**src/sv/hfq_pkg.sv**
```systemverilog
// ----------------------------------------------------------------------------
// hfq_pkg
// Shared constants, types and stage structs of the terrain height query core.
// ----------------------------------------------------------------------------
`default_nettype none

package hfq_pkg;

    // grid geometry: the 7-bit cell index fields fix the grid at 128 x 128
    localparam int GRID_SIZE  = 128;
    localparam int IDX_W      = $clog2(GRID_SIZE);
    localparam int FRAC_W     = IDX_W;
    localparam int COORD_W    = 16;
    localparam int HEIGHT_W   = 16;

    // arithmetic widths
    localparam int TX_W       = COORD_W + 1;
    localparam int T_W        = TX_W + FRAC_W;
    localparam int WEIGHT_W   = FRAC_W + 1;
    localparam int PROD_W     = HEIGHT_W + WEIGHT_W + 1;
    localparam int SUM_W      = PROD_W + 2;

    // four parity banks, each one quarter of the grid
    localparam int NUM_BANKS  = 4;
    localparam int BANK_AW    = 2 * (IDX_W - 1);
    localparam int BANK_DEPTH = 1 << BANK_AW;

    typedef enum logic
    {
        OP_WRITE = 1'b0,
        OP_QUERY = 1'b1
    } op_t;

    // stage enables from the pipeline control
    typedef struct packed
    {
        logic en1;
        logic en2;
        logic en3;
        logic en4;
    } stage_en_t;

    // stage 1: located cell and fractions, or a write
    typedef struct packed
    {
        logic                valid;
        op_t                 op;
        logic [IDX_W-1:0]    wr_row;
        logic [IDX_W-1:0]    wr_col;
        logic [HEIGHT_W-1:0] wr_height;
        logic [IDX_W-1:0]    gx;
        logic [IDX_W-1:0]    gz;
        logic [FRAC_W-1:0]   a;
        logic [FRAC_W-1:0]   b;
        logic                oor;
    } loc_t;

    // stage 2: triangle weights alongside the bank reads
    typedef struct packed
    {
        logic                valid;
        logic                upper;
        logic                gx_odd;
        logic                gz_odd;
        logic                oor;
        logic [WEIGHT_W-1:0] w_a;
        logic [WEIGHT_W-1:0] w_b;
        logic [WEIGHT_W-1:0] w_c;
    } wgt_t;

endpackage

`default_nettype wire

```
**src/sv/hfq_locate.sv**
```systemverilog
// ----------------------------------------------------------------------------
// hfq_locate
// Stage 1: centres and scales the query position into a cell and fractions.
// ----------------------------------------------------------------------------
`default_nettype none

module hfq_locate
    import hfq_pkg::*;
(
    input  wire logic                       clk,
    input  wire logic                       rst_n,
    input  wire logic                       en,
    input  wire logic                       item_valid,
    input  wire logic                       operation,
    input  wire logic [IDX_W-1:0]           cell_row,
    input  wire logic [IDX_W-1:0]           cell_col,
    input  wire logic signed [HEIGHT_W-1:0] cell_height,
    input  wire logic signed [COORD_W-1:0]  query_x,
    input  wire logic signed [COORD_W-1:0]  query_z,
    output loc_t                            loc_reg
);

    localparam logic signed [TX_W-1:0] HALF   = TX_W'(GRID_SIZE / 2);
    localparam logic signed [TX_W-1:0] GX_TOP = TX_W'(GRID_SIZE - 2);

    logic signed [TX_W-1:0] tx, tz;
    logic signed [T_W-1:0]  t_x, t_z;
    logic signed [TX_W-1:0] gx_full, gz_full;
    loc_t                   loc_next;

    // t = (pos + N/2) * (N-1), floor by N is the top bits, remainder the low
    always_comb
    begin
        tx      = TX_W'(query_x) + HALF;
        tz      = TX_W'(query_z) + HALF;
        t_x     = {tx, {FRAC_W{1'b0}}} - T_W'(tx);
        t_z     = {tz, {FRAC_W{1'b0}}} - T_W'(tz);
        gx_full = t_x[T_W-1:FRAC_W];
        gz_full = t_z[T_W-1:FRAC_W];

        loc_next.valid     = item_valid;
        loc_next.op        = op_t'(operation);
        loc_next.wr_row    = cell_row;
        loc_next.wr_col    = cell_col;
        loc_next.wr_height = cell_height;
        loc_next.gx        = gx_full[IDX_W-1:0];
        loc_next.gz        = gz_full[IDX_W-1:0];
        loc_next.a         = t_x[FRAC_W-1:0];
        loc_next.b         = t_z[FRAC_W-1:0];
        loc_next.oor       = gx_full[TX_W-1] || gz_full[TX_W-1]
                             || (gx_full > GX_TOP) || (gz_full > GX_TOP);
    end

    // stage register, only the valid bit is reset
    always_ff @(posedge clk or negedge rst_n)
    begin
        if (!rst_n)
        begin
            loc_reg.valid <= 1'b0;
        end
        else if (en)
        begin
            loc_reg <= loc_next;
        end
    end

endmodule

`default_nettype wire

```
**config.mk**
```make
export PLATFORM = sky130hd
export DESIGN_NAME = hfq_locate
export DESIGN_NICKNAME = d
export VERILOG_FILES = /design/src/sv/hfq_pkg.sv /design/src/sv/hfq_locate.sv
export SDC_FILE = /design/constraint.sdc
export NUM_CORES = 1
export LEC_CHECK = 0
export BUFFER_PORTS_ARGS = -buffer_cell sky130_fd_sc_hd__buf_2
export CORE_AREA = 4 4 139 154
export DETAILED_ROUTE_END_ITERATION = 8
export DIE_AREA = 0 0 143 158
export SETUP_SLACK_MARGIN = 0.15
export SYNTH_ARGS = -nofsm -noshare
export SYNTH_HDL_FRONTEND = slang
export SYNTH_SLANG_ARGS = --single-unit
export TNS_END_PERCENT = 30
```
**constraint.sdc**
```tcl
create_clock -name clk -period 1.7 [get_ports clk]
set_clock_uncertainty 0.1 [all_clocks]
set_input_delay 0.34 -clock clk [delete_from_list [all_inputs] [get_ports clk]]
set_output_delay 0.34 -clock clk [all_outputs]
set_load 0.01 [all_outputs]
```
==> impl_metrics.env <==
export IMPL_violations="negative setup slack"
export IMPL_ys_seq_elements=61
export IMPL_die_w_um=143
export IMPL_drcViolationCount=0
export IMPL_holdPathStages=1
export IMPL_cp_arrival_ns=3.51
export IMPL_setup_viol=11
export IMPL_grt_pass1_wl_mm=24.7
export IMPL_io_pins=128
export IMPL_combPwrFrac=0.379
export IMPL_first_pass_iters=4
export IMPL_cts_root_buf="clkbuf_16"
export IMPL_grt_setup_unrepaired="yes"
export IMPL_synth_edf_count=60
export IMPL_swShare=0.298
export IMPL_p_leak_nw=3.44
export IMPL_cp_depth=18
export IMPL_clkPwrFrac=0.308
export IMPL_crit_path_max_fanout=3
export IMPL_yosys_cell_types_count=79
export IMPL_dp_slack_ns=-2.26
export IMPL_worstSetupStartpointType="input pin"
export IMPL_grt_util_met2=0.242
export IMPL_period_share=2.09
export IMPL_post_dp_hpwl_mm=12.8
export IMPL_final_min_clock_period_ns=3.56
export IMPL_layout_setup_ws_ns=-1.86
export IMPL_power_mw=5.88
export IMPL_path_cells="buf_6 -> ha_4 -> inv_1 -> or2_4 -> inv_2 -> nand3_1 -> xnor2_2 -> ha_1 -> nand2b_1 -> nand2_1 -> a221o_1 -> a211o_1 -> nor4b_2 -> o2111ai_1 -> nor3_1 -> or4b_1 -> nor4_1 -> nand4_1"
export IMPL_cp_top_family="simple AND/OR/NAND/NOR gates"
export IMPL_vias=5080
export IMPL_internal_power_mw=4.12
export IMPL_tightest_slew_ns=0.742
export IMPL_synth_top_flop_cell="edfxtp_1"
export IMPL_synthAdderAreaFrac=0.0661
export IMPL_critPathCaptureType="flop"
export IMPL_met1_usage=0.162
export IMPL_grt_total_usage=0.134
export IMPL_p_switching_mw=1.75
export IMPL_async_flop_share=0.0164
export IMPL_via_per_inst=4.77
export IMPL_routabilityCongestion=0.891
export IMPL_drive_gt1_frac=0.523
export IMPL_synth_top_cell_area_share=0.370
export IMPL_largest_reg_flops=61
export IMPL_drv_slew=0
export IMPL_yosysTopAreaCell="edfxtp_1"
export IMPL_fmaxAchievable_mhz=281
export IMPL_synthXorXnorAreaFrac=0.101
export IMPL_ys_warn_count=0
export IMPL_slowest_delay_ns=0.44
export IMPL_fp_coreArea_um2=19800
export IMPL_antenna_found_initial=1
export IMPL_setup_tns_final_ns=-6.77
export IMPL_crit_buf_inv=3
export IMPL_synth_top_family_by_area="simple AND/OR/NAND/NOR gates"
export IMPL_synth_area_leaders="edfxtp_1 (37%), xnor2_1 (6.5%), ha_1 (6.2%)"
export IMPL_vdd_drop_max_mv=0.827
export IMPL_globalRoute_busiestLayer="met2"
export IMPL_die_h_um=158
export IMPL_seq_area_frac_synth=0.375
export IMPL_portBuffers=127
export IMPL_rrSetupSlack_ns=0.86
export IMPL_synth_nets=595
export IMPL_synthCells=504
export IMPL_synth_area_mux_share=0.0198
export IMPL_postRouteAntennaNets=0
export IMPL_synth_simple_gate_area_share=0.196
export IMPL_hold_viol=0
export IMPL_cts_tree="yes"
export IMPL_final_cell_mix="buf_4 (170), buf_2 (122), edfxtp_1 (60)"
export IMPL_final_common_cell="buf_4"
export IMPL_stdcell_count=1065
export IMPL_syn_avg_cell_area_um2=9.66
export IMPL_cts_inserted_buffers=9
export IMPL_netlist_area_um2=4870
export IMPL_synth_compound_area_frac=0.193
export IMPL_wl_mm=15.9
export IMPL_whs_ns=0.0848
export IMPL_clk_pin_slew_ns=0.06
export IMPL_dp_cells=1037
export IMPL_floorplan_rows=54
export IMPL_dieArea_um2=22600
export IMPL_area_growth_pct=66.3
export IMPL_clk_path_buf_depth=2
export IMPL_numClockSinks=61
export IMPL_power_share_sequential=0.312
export IMPL_cts_htree_levels=3
export IMPL_slew_headroom=0.502
export IMPL_wl_per_cell_um=14.9
export IMPL_first_global_vias=5050
export IMPL_status="finished, violations left"
export IMPL_overflow=0
export IMPL_critPathRequiredTime_ns=1.65
export IMPL_hold_path_class="in2reg"
export IMPL_power_density_nw_per_um2=726
export IMPL_grt_max_degree=61
export IMPL_start_util=0.246
export IMPL_slowest_stage="or4b_1"
export IMPL_path_class="in2reg"
export IMPL_use_met3=0.0230
export IMPL_reg2reg_depth=1
export IMPL_maxCapViolations=0
export IMPL_clk_latency_ns=0.33
export IMPL_drtIter0Drc=227
export IMPL_final_nets=898
==> routing by layer <==
metal / routed length [um] / part of all wire / vias to the layer above
li1: - / - / 2528
met1: 6650 / 0.42 / 2388
met2: 7920 / 0.50 / 141
met3: 911 / 0.057 / 23
met4: 370 / 0.023 / 0
met5: 0 / 0 / -
==> area by class of cell <==
class | instances | area (um2)
Antenna cell | 1 | 2.50
Clock buffer | 10 | 229
Clock inverter | 6 | 71.3
Fill cell | 1967 | 11700
Inverter | 29 | 109
Multi-Input combinational cell | 389 | 3340
Sequential cell | 61 | 1830
Tap cell | 252 | 315
Timing Repair Buffer | 317 | 2200
==> timing repair <==
| item | CTS | global route |
|---|---|---|
| hold endpoints to repair | 1 | 0 |
| buffers inserted | 6 | 3 |
| hold buffers | 1 | 0 |
| setup endpoints to repair | 16 | 76 |
| pin swaps | 14 | 16 |
| resized for setup | 54 | 41 |
| cloned | 0 | 1 |
==> stage by stage <==
stage,cell area [um2],util
3_5_place_dp,7220,0.365
2_1_floorplan,5070,-
5_1_grt,8100,0.409
6_report,8100,0.409
4_1_cts,7820,0.395
3_3_place_gp,7220,0.365
==> kinds of logic (layout without fill, tap and decap cells) <==
kind of cell | after synthesis | count (layout)
compound gates | 133 | 133
other cells | 0 | 1
xor+xnor | 53 | 53
flops | 61 | 61
buf+inv | 54 | 362
simple gates | 168 | 168
mux | 9 | 9
fa+ha+maj | 26 | 26
==> synthesized netlist by cell type, drive strengths merged, types with 5 or more instances <==
library cell   n
nand3         17
xnor2         36
a31oi         10
and3           8
a21o           8
nand2         27
nor2b          5
inv           29
mux2           5
buf           15
a211oi         5
nor2          31
nand4         13
and2          11
nor3b         10
clkbuf        10
o21ai         23
ha            24
a21oi         27
nor4          10
or4            6
nand2b         9
o21a           5
xor2          15
edfxtp        60
nor3           9
o211ai        10
==> path summary, 6_finish.rpt <==
kind,start,endpoint
max,query_z[7],loc_reg[0]
min,cell_col[4],loc_reg[49]
max reg2reg,loc_reg[60],loc_reg[60]
min reg2reg,loc_reg[60],loc_reg[60]
max in group asynchronous,rst_n,loc_reg[60]
min in group asynchronous,rst_n,loc_reg[60]
==> power groups by stage <==
stage	combinational [mW]	clock, mW	sequential, mW
2_1_floorplan	0.957	0	1.94
3_3_place_gp	1.94	0	1.86
3_5_place_dp	1.96	0	1.87
4_1_cts	2.10	1.85	1.84
5_1_grt	2.43	1.93	1.84
6_report	2.23	1.81	1.83
Note: power is estimated with default switching activity, not from simulation.
