**config.mk**
```make
export PLATFORM = sky130hd
export DESIGN_NAME = hfq_blend
export DESIGN_NICKNAME = d
export VERILOG_FILES = /design/src/sv/hfq_pkg.sv /design/src/sv/hfq_blend.sv
export SDC_FILE = /design/constraint.sdc
export NUM_CORES = 1
export LEC_CHECK = 0
export ABC_CLOCK_PERIOD_IN_PS = 5200
export BUFFER_PORTS_ARGS = -buffer_cell sky130_fd_sc_hd__buf_2
export CAP_MARGIN = 20
export CORE_UTILIZATION = 40
export DETAILED_ROUTE_END_ITERATION = 7
export GPL_TIMING_DRIVEN = 1
export PLACE_DENSITY = 0.54
export SLEW_MARGIN = 20
export SYNTH_ARGS = -nofsm -noshare
export SYNTH_HDL_FRONTEND = slang
export SYNTH_SLANG_ARGS = --single-unit
```
**constraint.sdc**
```tcl
create_clock -name clk -period 5.2 [get_ports clk]
set_input_delay 0 -clock clk [delete_from_list [all_inputs] [get_ports clk]]
set_output_delay 0 -clock clk [all_outputs]
set_load 0.05 [all_outputs]
```
**src/sv/hfq_pkg.sv**
```systemverilog
// ----------------------------------------------------------------------------
// hfq_pkg
// Shared constants, types and stage structs of the terrain height query core.
// ----------------------------------------------------------------------------
`default_nettype none

package hfq_pkg;

    // grid geometry: the 7-bit cell index fields fix the grid at 128 x 128
    localparam int GRID_SIZE  = 128;
    localparam int IDX_W      = $clog2(GRID_SIZE);
    localparam int FRAC_W     = IDX_W;
    localparam int COORD_W    = 16;
    localparam int HEIGHT_W   = 16;

    // arithmetic widths
    localparam int TX_W       = COORD_W + 1;
    localparam int T_W        = TX_W + FRAC_W;
    localparam int WEIGHT_W   = FRAC_W + 1;
    localparam int PROD_W     = HEIGHT_W + WEIGHT_W + 1;
    localparam int SUM_W      = PROD_W + 2;

    // four parity banks, each one quarter of the grid
    localparam int NUM_BANKS  = 4;
    localparam int BANK_AW    = 2 * (IDX_W - 1);
    localparam int BANK_DEPTH = 1 << BANK_AW;

    typedef enum logic
    {
        OP_WRITE = 1'b0,
        OP_QUERY = 1'b1
    } op_t;

    // stage enables from the pipeline control
    typedef struct packed
    {
        logic en1;
        logic en2;
        logic en3;
        logic en4;
    } stage_en_t;

    // stage 1: located cell and fractions, or a write
    typedef struct packed
    {
        logic                valid;
        op_t                 op;
        logic [IDX_W-1:0]    wr_row;
        logic [IDX_W-1:0]    wr_col;
        logic [HEIGHT_W-1:0] wr_height;
        logic [IDX_W-1:0]    gx;
        logic [IDX_W-1:0]    gz;
        logic [FRAC_W-1:0]   a;
        logic [FRAC_W-1:0]   b;
        logic                oor;
    } loc_t;

    // stage 2: triangle weights alongside the bank reads
    typedef struct packed
    {
        logic                valid;
        logic                upper;
        logic                gx_odd;
        logic                gz_odd;
        logic                oor;
        logic [WEIGHT_W-1:0] w_a;
        logic [WEIGHT_W-1:0] w_b;
        logic [WEIGHT_W-1:0] w_c;
    } wgt_t;

endpackage

`default_nettype wire

```
**src/sv/hfq_blend.sv**
```systemverilog
// ----------------------------------------------------------------------------
// hfq_blend
// Stages 3 and 4: corner selection and weight products, then the sum, the
// floor division by N and the result register.
// ----------------------------------------------------------------------------
`default_nettype none

module hfq_blend
    import hfq_pkg::*;
(
    input  wire logic                          clk,
    input  wire logic                          rst_n,
    input  stage_en_t                          en,
    input  wgt_t                               wgt,
    input  wire logic [NUM_BANKS-1:0][HEIGHT_W-1:0] rd_data,
    output logic                               prod_valid_reg,
    output logic                               result_valid,
    output logic signed [HEIGHT_W-1:0]         terrain_height,
    output logic                               out_of_range
);

    logic signed [HEIGHT_W-1:0] h_a, h_b, h_c;
    logic signed [PROD_W-1:0]   p_a_next, p_b_next, p_c_next;
    logic signed [PROD_W-1:0]   p_a_reg, p_b_reg, p_c_reg;
    logic                       oor_reg;
    logic signed [SUM_W-1:0]    sum;
    logic signed [HEIGHT_W-1:0] height_next;

    // bank holding a corner of the given parity
    function automatic logic [HEIGHT_W-1:0] pick(
        input logic [NUM_BANKS-1:0][HEIGHT_W-1:0] data,
        input logic [1:0]                         bank
    );
        logic [HEIGHT_W-1:0] v;
        case (bank)
            2'b00:   v = data[0];
            2'b01:   v = data[1];
            2'b10:   v = data[2];
            default: v = data[3];
        endcase
        return v;
    endfunction

    // corner selection: A is (gx+1,gz), B is (gx,gz+1), C the third corner
    always_comb
    begin
        h_a = pick(rd_data, {~wgt.gx_odd, wgt.gz_odd});
        h_b = pick(rd_data, {wgt.gx_odd, ~wgt.gz_odd});
        h_c = wgt.upper ? pick(rd_data, {~wgt.gx_odd, ~wgt.gz_odd})
                        : pick(rd_data, {wgt.gx_odd, wgt.gz_odd});
        p_a_next = h_a * $signed({1'b0, wgt.w_a});
        p_b_next = h_b * $signed({1'b0, wgt.w_b});
        p_c_next = h_c * $signed({1'b0, wgt.w_c});
    end

    // blend and floor shift, zero outside the grid
    always_comb
    begin
        sum         = SUM_W'(p_a_reg) + SUM_W'(p_b_reg) + SUM_W'(p_c_reg);
        height_next = oor_reg ? '0 : sum[FRAC_W +: HEIGHT_W];
    end

    // stage valids
    always_ff @(posedge clk or negedge rst_n)
    begin
        if (!rst_n)
        begin
            prod_valid_reg <= 1'b0;
            result_valid   <= 1'b0;
        end
        else
        begin
            if (en.en3)
            begin
                prod_valid_reg <= wgt.valid;
            end
            if (en.en4)
            begin
                result_valid <= prod_valid_reg;
            end
        end
    end

    // products and result payload
    always_ff @(posedge clk)
    begin
        if (en.en3)
        begin
            p_a_reg <= p_a_next;
            p_b_reg <= p_b_next;
            p_c_reg <= p_c_next;
            oor_reg <= wgt.oor;
        end
        if (en.en4)
        begin
            terrain_height <= height_next;
            out_of_range   <= oor_reg;
        end
    end

endmodule

`default_nettype wire

```
==> flow_summary.json, run 1 <==
{
  "synthesis.area_um2": 18600,
  "wl_met3_mm": 1.78,
  "reg2reg_depth": 10,
  "grt_pass1_wl_mm": 73.2,
  "met1Wirelength_mm": 21.8,
  "antenna_left": 0,
  "multiInputGateArea_um2": 14200,
  "seq_area_frac_synth_pct": 14.4,
  "r2r_setup_slack_ns": 1.67,
  "dieArea_um2": 47200,
  "r2r_end": "terrain_height[12]",
  "final_common_cell": "inv_1",
  "syn_nets": 2446,
  "synth_top_area_cell": "fa_1",
  "grt_pass1_vias": 14100,
  "cts_max_level": 3,
  "layout_min_cycle_time_ns": 5.04,
  "clock_sinks": 89,
  "first_iter_violations": 570,
  "nFillCells": 4301,
  "synth-edff-count": 87,
  "hold_depth": 1,
  "drtPass1Iterations": 5,
  "yosys_warnings": 0,
  "synth_area_per_cell_um2": 9.87,
  "layout.nets": 2739,
  "route.detailed.drc": 0,
  "status": "finished clean",
  "ys_top_cells_by_area": "fa_1 (34%), edfxtp_1 (14%), ha_1 (11%)",
  "clkSlewWorstSetupHoldPaths_ns": 0.07,
  "die_x_um": 217,
  "cts_made_buffers": 9,
  "hold_viol": 0,
  "grt_usage_pct": 19.7,
  "crit_slowest_cell": "mux4_2",
  "overflow": 0,
  "yosys_register_bits": 89,
  "fmax_ghz": 0.198,
  "vias_per_cell": 4.80,
  "drive_gt1_share_pct": 19.7,
  "io_buffers": 115,
  "layout_common_cells": "inv_1 (434), fa_1 (312), buf_4 (201)",
  "synthSimpleGateAreaFrac_pct": 14.5,
  "wl_mm": 44.7,
  "drv_slew": 0,
  "place_hpwl_mm": 39.1,
  "yosys.area_share.adder_pct": 44.2,
  "rr_startpoint": "p_a_reg[4]",
  "cts_root_buffer": "clkbuf_16",
  "cts_tree": "done",
  "hold-path-endpoint": "terrain_height[1]",
  "grt_max_degree": 72,
  "path_cells": "buf_2 -> buf_12 -> buf_4 -> mux4_2 -> and2_1 -> fa_1 -> inv_1 -> fa_1 -> fa_1 -> fa_1 -> inv_1 -> ha_1 -> a21o_1 -> a21o_1 -> a21oi_2 -> o31ai_2 -> o41ai_2 -> buf_4 -> o2111ai_1 -> a21oi_1 -> xnor2_1",
  "worst_hold_slack_ns": 0.0870,
  "synthFlopType": "edfxtp_1",
  "synth_top_area_share_pct": 33.7,
  "die_y_um": 217,
  "dr_wl_met2_mm": 20.2,
  "cp_common_cell": "fa_1",
  "hold_path_class": "input pin to flop",
  "min-delay-start": "en[0]",
  "initial_core_util_pct": 40.7,
  "worst_pin_slew_ns": 0.972,
  "start_kind": "input pin",
  "syn2layout_area_growth_pct": 17.5,
  "synth.area.mux_share_pct": 8.06,
  "synthArstFlopShare_pct": 2.25,
  "fin_crit_sh_pct": 97.0,
  "clock_latency_ns": 0.35,
  "synth.distinct_cells": 54,
  "worst_setup_path_end_kind": "flop",
  "n_antenna_cell": 0,
  "top_layer": "met4",
  "place_congestion": 0.821,
  "syn_inst": 1879,
  "antenna_found_initial": 1,
  "critPathKind": "input pin to flop",
  "slew_headroom_pct": 35.2,
  "critPathLaunch": "wgt[26]",
  "vias": 13300,
  "synth_xor_area_share_pct": 3.73,
  "critPathMaxFanout": 13,
  "finClkSkew_ns": 0.0108,
  "clock_path_buffers": 2,
  "regArea_um2": 2660,
  "crit_arrival_ns": 5.15,
  "cp.required_ns": 5.30,
  "cap_violations": 0,
  "wl_per_cell_um": 16.1,
  "max_stage_delay_ns": 0.57,
  "fp-row-count": 78,
  "setup_viol_count_final": 0,
  "synth_compound_area_share_pct": 5.48,
  "ios": 118,
  "core_area_um2": 45600,
  "synth_top_family_by_area": "adder cells"
}
## area by class of cell
class / count / share of cell area [%]
well taps: 600 / 3.44
multi-input cells: 1313 / 65.3
repair buffers: 325 / 10.3
inverters: 434 / 7.47
clock inverters: 7 / 0.247
flip-flops and latches: 89 / 12.2
clock buffers: 9 / 1.03
## metrics by stage
stage,setup TNS (ns),cells,cell area (um^2),setup WS [ns],util [%]
finish,0,2777,21800,0.156,47.8
global route,-0.00871,2777,21800,-0.00781,47.8
CTS,0,2773,21600,0.00844,47.5
detailed placement,-5.30,2753,21300,-0.514,46.8
global placement,-4.26,2753,21300,-0.527,46.8
floorplan,-0.0483,1879,18600,-0.0268,-
## logic make-up after synthesis
kind of cell | after synthesis
and+or+nand+nor | 532
buffers and inverters | 477
adders and majority gates | 468
AOI/OAI and AO/OA | 144
muxes | 90
DFF | 89
xor gates and xnor gates | 79
## critical path, delay by kind of cell
| kind | cells | cell delay, ns |
|---|---|---|
| AND/OR/NAND/NOR | 1 | 0.22 |
| multiplexers | 1 | 0.57 |
| XOR/XNOR | 1 | 0.08 |
| buffers and inverters | 6 | 0.72 |
| AO/OA/AOI/OAI | 7 | 1.20 |
| adder cells (fa/ha/maj) | 5 | 2.32 |
## worst max-delay path by stage
stage | end | cells after the start | slack [ns]
after floorplan | p_a_reg[22] | 19 | -0.03
after global placement | p_a_reg[21] | 20 | -0.53
after detailed placement | p_a_reg[21] | 20 | -0.51
after CTS | p_c_reg[22] | 22 | 0.008
after global routing | p_c_reg[21] | 23 | -0.008
final | p_a_reg[22] | 21 | 0.16
## synthesized netlist by cell type, types with 29 or more instances
| cell type | count |
|---|---|
| nor2_1 | 56 |
| mux2i_1 | 29 |
| ha_1 | 156 |
| xnor2_1 | 55 |
| nand2_1 | 183 |
| clkbuf_1 | 31 |
| a21oi_1 | 43 |
| nor2b_1 | 43 |
| and2_1 | 163 |
| inv_1 | 434 |
| mux4_2 | 46 |
| edfxtp_1 | 87 |
| fa_1 | 312 |
## repair_timing
action | CTS | global route
setup buffers | 0 | 3
pin swaps | 0 | 5
gates cloned | 0 | 1
resized for setup | 1 | 23
hold buffers | 4 | 0
endpoints found under the setup margin | 1 | 19
hold endpoints to repair | 4 | 0
## per-layer routing
layer	global-route usage [%]	vias to the layer above
met3	2.49	39
li1	-	6477
met5	0	-
met4	4.72	0
met1	28.4	6594
met2	31.5	232
Power of run 1 is not shown: default switching activity piles up to over one toggle a cycle in this logic, so the estimate is an artifact.
==> inputs of run 2 (changes only) <==
--- a/config.mk
+++ b/config.mk
@@ -5,12 +5,14 @@
 export SDC_FILE = /design/constraint.sdc
 export NUM_CORES = 1
 export LEC_CHECK = 0
-export ABC_CLOCK_PERIOD_IN_PS = 5200
+export ABC_CLOCK_PERIOD_IN_PS = 5800
 export BUFFER_PORTS_ARGS = -buffer_cell sky130_fd_sc_hd__buf_2
 export CAP_MARGIN = 20
+export CORE_ASPECT_RATIO = 1.75
 export CORE_UTILIZATION = 40
 export DETAILED_ROUTE_END_ITERATION = 7
 export GPL_TIMING_DRIVEN = 1
+export MAX_ROUTING_LAYER = met4
 export PLACE_DENSITY = 0.54
 export SLEW_MARGIN = 20
 export SYNTH_ARGS = -nofsm -noshare
==> constraint.sdc (replaced) <==
create_clock -name clk -period 5.8 [get_ports clk]
set_input_delay 0 -clock clk [delete_from_list [all_inputs] [get_ports clk]]
set_output_delay 0 -clock clk [all_outputs]
set_load 0.05 [all_outputs]
==> flow_summary.json, run 2 (synthesis results as in run 1) <==
{
  "fin_ws_ns": 0.379,
  "grt_usage_pct": 21.7,
  "wl_per_cell_um": 18.0,
  "layout_min_cycle_time_ns": 5.42,
  "path_cells": "buf_2 -> buf_12 -> mux2i_1 -> buf_12 -> nand2_1 -> fa_1 -> inv_1 -> ha_1 -> ha_1 -> inv_1 -> fa_1 -> inv_1 -> ha_1 -> fa_1 -> a21oi_1 -> o21ai_0 -> a2111oi_0 -> buf_4 -> nor3_1 -> o311ai_0 -> buf_4 -> a21oi_1 -> mux2i_1 -> nand4_1",
  "final_cell_area_um2": 20600,
  "hold_path_class": "input pin to flop",
  "grt_pass1_wl_mm": 75.5,
  "grt_max_degree": 72,
  "hold_viol": 0,
  "clock_sinks": 89,
  "cts_root_buffer": "clkbuf_16",
  "critPathMaxFanout": 26,
  "status": "finished clean",
  "post-cts-setup-buffers": 0,
  "pre_cts_slack_ns": -0.0430,
  "overflow": 0,
  "fmax_ghz": 0.184,
  "slew_headroom_pct": 36.4,
  "drive_gt1_share_pct": 13.2,
  "dieArea_um2": 47300,
  "antenna_left": 0,
  "antenna_found_initial": 1,
  "initial_core_util_pct": 40.4,
  "place_area_um2": 20300,
  "clock_latency_ns": 0.35,
  "place_congestion": 0.858,
  "setup_viol_count_final": 0,
  "layout_common_cells": "inv_1 (434), fa_1 (312), nand2_1 (183)",
  "fin_crit_sh_pct": 93.5,
  "clock_path_buffers": 2,
  "vias": 13300,
  "finClkSkew_ns": 0.00824,
  "dp_cells": 2605,
  "route.detailed.drc": 0,
  "die_x_um": 165,
  "drtPass1Iterations": 5,
  "place_hpwl_mm": 41.3,
  "worst_pin_slew_ns": 0.954,
  "vias_per_cell": 5.06,
  "die_y_um": 287,
  "crit_slowest_cell": "fa_1",
  "layout.nets": 2604,
  "first_iter_violations": 552,
  "syn2layout_area_growth_pct": 10.8,
  "critPathKind": "input pin to flop",
  "start_kind": "input pin",
  "final_util_pct": 44.7,
  "fp-row-count": 104,
  "io_buffers": 115,
  "ios": 118,
  "core_area_um2": 45900,
  "final_common_cell": "inv_1",
  "cts_made_buffers": 9,
  "cts_tree": "done",
  "final_cell_count_no_fill": 2622,
  "cap_violations": 0,
  "drv_slew": 0,
  "grt_pass1_vias": 14400,
  "nFillCells": 4458,
  "max_stage_delay_ns": 0.54,
  "crit_arrival_ns": 5.51,
  "wl_mm": 47.3,
  "clkSlewWorstSetupHoldPaths_ns": 0.06,
  "cp.required_ns": 5.89,
  "worst_setup_path_end_kind": "flop",
  "rsz0062_at_grt": "false",
  "cts_max_level": 3
}
run 2: changes by cell type in the layout (fill, tap and decap cells not counted), moves of 3 or more:
cell	change
buf_4	-133
mux2i_1	+3
o21ai_0	+3
a21oi_1	+7
a21oi_2	-5
run 2: path summary, 6_finish.rpt:
kind | from | end | slack (ns) | depth (start not counted)
max in group asynchronous | rst_n | prod_valid_reg | 5.16 | 3
min in group asynchronous | rst_n | result_valid | 0.51 | 3
min reg2reg | result_valid | result_valid | 0.51 | 1
max | wgt[26] | p_b_reg[22] | 0.38 | 24
max reg2reg | p_a_reg[4] | terrain_height[12] | 2.25 | 10
min | en[0] | terrain_height[8] | 0.11 | 1
run 2: final cells by class:
type	instances	area (um^2)	area share [%]
Antenna cell	1	2.50	0.0122
Clock buffer	10	229	1.11
Clock inverter	2	10.0	0.0487
Inverter	434	1630	7.93
Multi-Input combinational cell	1313	14100	68.6
Sequential cell	89	2660	13.0
Tap cell	583	729	3.55
Timing Repair Buffer	190	1200	5.84
run 2: repair_timing:
| item | 4_1_cts | 5_1_grt |
|---|---|---|
| hold endpoints to repair | 4 | 0 |
| hold buffers | 4 | 0 |
| resized for setup | 0 | 0 |
run 2: layer usage:
| layer | GRT usage [%] | vias to the layer above | wire length (um) |
|---|---|---|---|
| met5 | - | - | 0 |
| met4 | 6.67 | 0 | 1220 |
| met3 | 1.20 | 54 | 879 |
| met2 | 42.0 | 176 | 27600 |
| met1 | 22.9 | 6831 | 17500 |
| li1 | - | 6199 | - |
run 2: critical path: cells and delay by family:
| kind | cells | cell delay [ns] |
|---|---|---|
| buffers and inverters | 8 | 1.23 |
| and+or+nand+nor | 3 | 0.22 |
| muxes | 2 | 0.47 |
| AOI/OAI and AO/OA | 5 | 1.34 |
| adders and majority gates | 6 | 2.21 |
run 2: through the flow:
stage	setup TNS, ns	hold slack (ns)
2_1_floorplan	0	-0.296
3_3_place_gp	0	-0.216
3_5_place_dp	-0.0586	-0.212
4_1_cts	0	0.0953
5_1_grt	0	0.123
6_report	0	0.106
Power of run 2 is left out for the same reason.
==> inputs of run 3 (changes only) <==
--- a/config.mk
+++ b/config.mk
@@ -14,6 +14,7 @@
 export GPL_TIMING_DRIVEN = 1
 export MAX_ROUTING_LAYER = met4
 export PLACE_DENSITY = 0.54
+export SETUP_SLACK_MARGIN = 0.4
 export SLEW_MARGIN = 20
 export SYNTH_ARGS = -nofsm -noshare
 export SYNTH_HDL_FRONTEND = slang
==> flow_summary.json, run 3 (synthesis results as in run 1) <==
{
  "grt_pass1_wl_mm": 75.5,
  "cts_made_buffers": 9,
  "fmax_ghz": 0.194,
  "clock_path_buffers": 2,
  "hold_path_class": "input pin to flop",
  "critPathMaxFanout": 13,
  "clock_sinks": 89,
  "status": "finished clean",
  "final_cell_count_no_fill": 2627,
  "cap_violations": 0,
  "route.detailed.drc": 0,
  "drv_slew": 0,
  "vias_per_cell": 5.06,
  "dp_cells": 2600,
  "worst_setup_path_end_kind": "flop",
  "grt_max_degree": 72,
  "rsz0062_at_grt": "false",
  "clock_latency_ns": 0.35,
  "cp_common_cell": "fa_1",
  "crit_slowest_cell": "mux4_2",
  "layout_common_cells": "inv_1 (434), fa_1 (312), nand2_1 (183)",
  "drtPass1Iterations": 4,
  "cts_tree": "done",
  "start_kind": "input pin",
  "wl_per_cell_um": 18.2,
  "layout_min_cycle_time_ns": 5.15,
  "syn2layout_area_growth_pct": 12.0,
  "worst_hold_slack_ns": 0.0964,
  "place_congestion": 0.853,
  "hold_viol": 0,
  "antenna_left": 0,
  "die_x_um": 165,
  "fin_crit_sh_pct": 88.9,
  "io_buffers": 115,
  "met1Wirelength_mm": 17.5,
  "max_stage_delay_ns": 0.61,
  "finClkSkew_ns": 0.00685,
  "critPathKind": "input pin to flop",
  "worst_pin_slew_ns": 0.926,
  "slew_headroom_pct": 38.3,
  "drive_gt1_share_pct": 14.2,
  "top_layer": "met4",
  "clkSlewWorstSetupHoldPaths_ns": 0.07,
  "dieArea_um2": 47300,
  "first_iter_violations": 457,
  "vias": 13300,
  "n_antenna_cell": 0,
  "nFillCells": 4461,
  "dr_wl_met2_mm": 28.1,
  "initial_core_util_pct": 40.4,
  "cp_top_family": "adder cells",
  "fp-row-count": 104,
  "wl_met3_um": 939,
  "cts_max_level": 3,
  "die_y_um": 287,
  "cts_root_buffer": "clkbuf_16",
  "place_hpwl_mm": 41.0,
  "layout.nets": 2606,
  "antenna_found_initial": 0,
  "cp.required_ns": 5.89,
  "ios": 118,
  "crit_arrival_ns": 5.24,
  "grt_usage_pct": 21.8,
  "setup_viol_count_final": 0,
  "overflow": 0,
  "wl_mm": 47.9,
  "final_common_cell": "inv_1",
  "path_cells": "buf_6 -> buf_4 -> mux2_2 -> mux4_2 -> buf_4 -> nand2_1 -> fa_1 -> inv_1 -> fa_1 -> ha_1 -> inv_1 -> fa_1 -> inv_1 -> fa_1 -> a21o_1 -> a21oi_1 -> o21bai_1 -> o21ai_0 -> buf_4 -> a311oi_2 -> o41ai_2 -> o211ai_1",
  "crit_buf_inv": 7,
  "core_area_um2": 45900,
  "grt_pass1_vias": 14200
}
==> run 3: cell type report <==
cell class	count	area, um^2	area share (%)
multi-input cells	1313	14200	68.3
flip-flops and latches	89	2660	12.8
inverters	434	1630	7.84
repair buffers	192	1250	6.00
well taps	583	729	3.51
clock buffers	10	229	1.10
clock inverters	6	81.3	0.391
==> run 3: worst paths after layout <==
check	cells after the start	start	end	slack, ns
worst max register to register	10	p_a_reg[4]	terrain_height[12]	2.26
worst max-delay path	22	wgt[25]	p_c_reg[22]	0.65
worst min register to register	1	result_valid	result_valid	0.52
max in group asynchronous	3	rst_n	prod_valid_reg	5.15
min in group asynchronous	3	rst_n	result_valid	0.53
worst min-delay path	1	en[0]	terrain_height[12]	0.1
==> run 3: layer usage <==
layer | GRT usage (%) | vias to the layer above
met5 | - | -
met4 | 7.11 | 0
met3 | 1.26 | 49
met2 | 42.2 | 205
met1 | 22.8 | 6832
li1 | - | 6206
==> run 3: per-stage QoR <==
| step | utilization [%] | setup slack (ns) | TNS, ns | cell area [um^2] |
|---|---|---|---|---|
| finish | 45.2 | 0.645 | 0 | 20800 |
| global route | 45.2 | 0.399 | 0 | 20800 |
| CTS | 44.9 | 0.461 | 0 | 20600 |
| detailed placement | 44.1 | -0.0178 | -0.0178 | 20300 |
| global placement | 44.1 | -0.0381 | -0.0381 | 20300 |
| floorplan | - | 0.414 | 0 | 18600 |
==> run 3: timing repair <==
item	4_1_cts	5_1_grt
setup buffers	0	6
gates resized for setup	3	19
hold endpoints to repair	4	0
hold buffers	4	0
cloned	0	1
setup endpoints to repair	1	17
pin swaps	0	3
Power of run 3 is left out for the same reason.
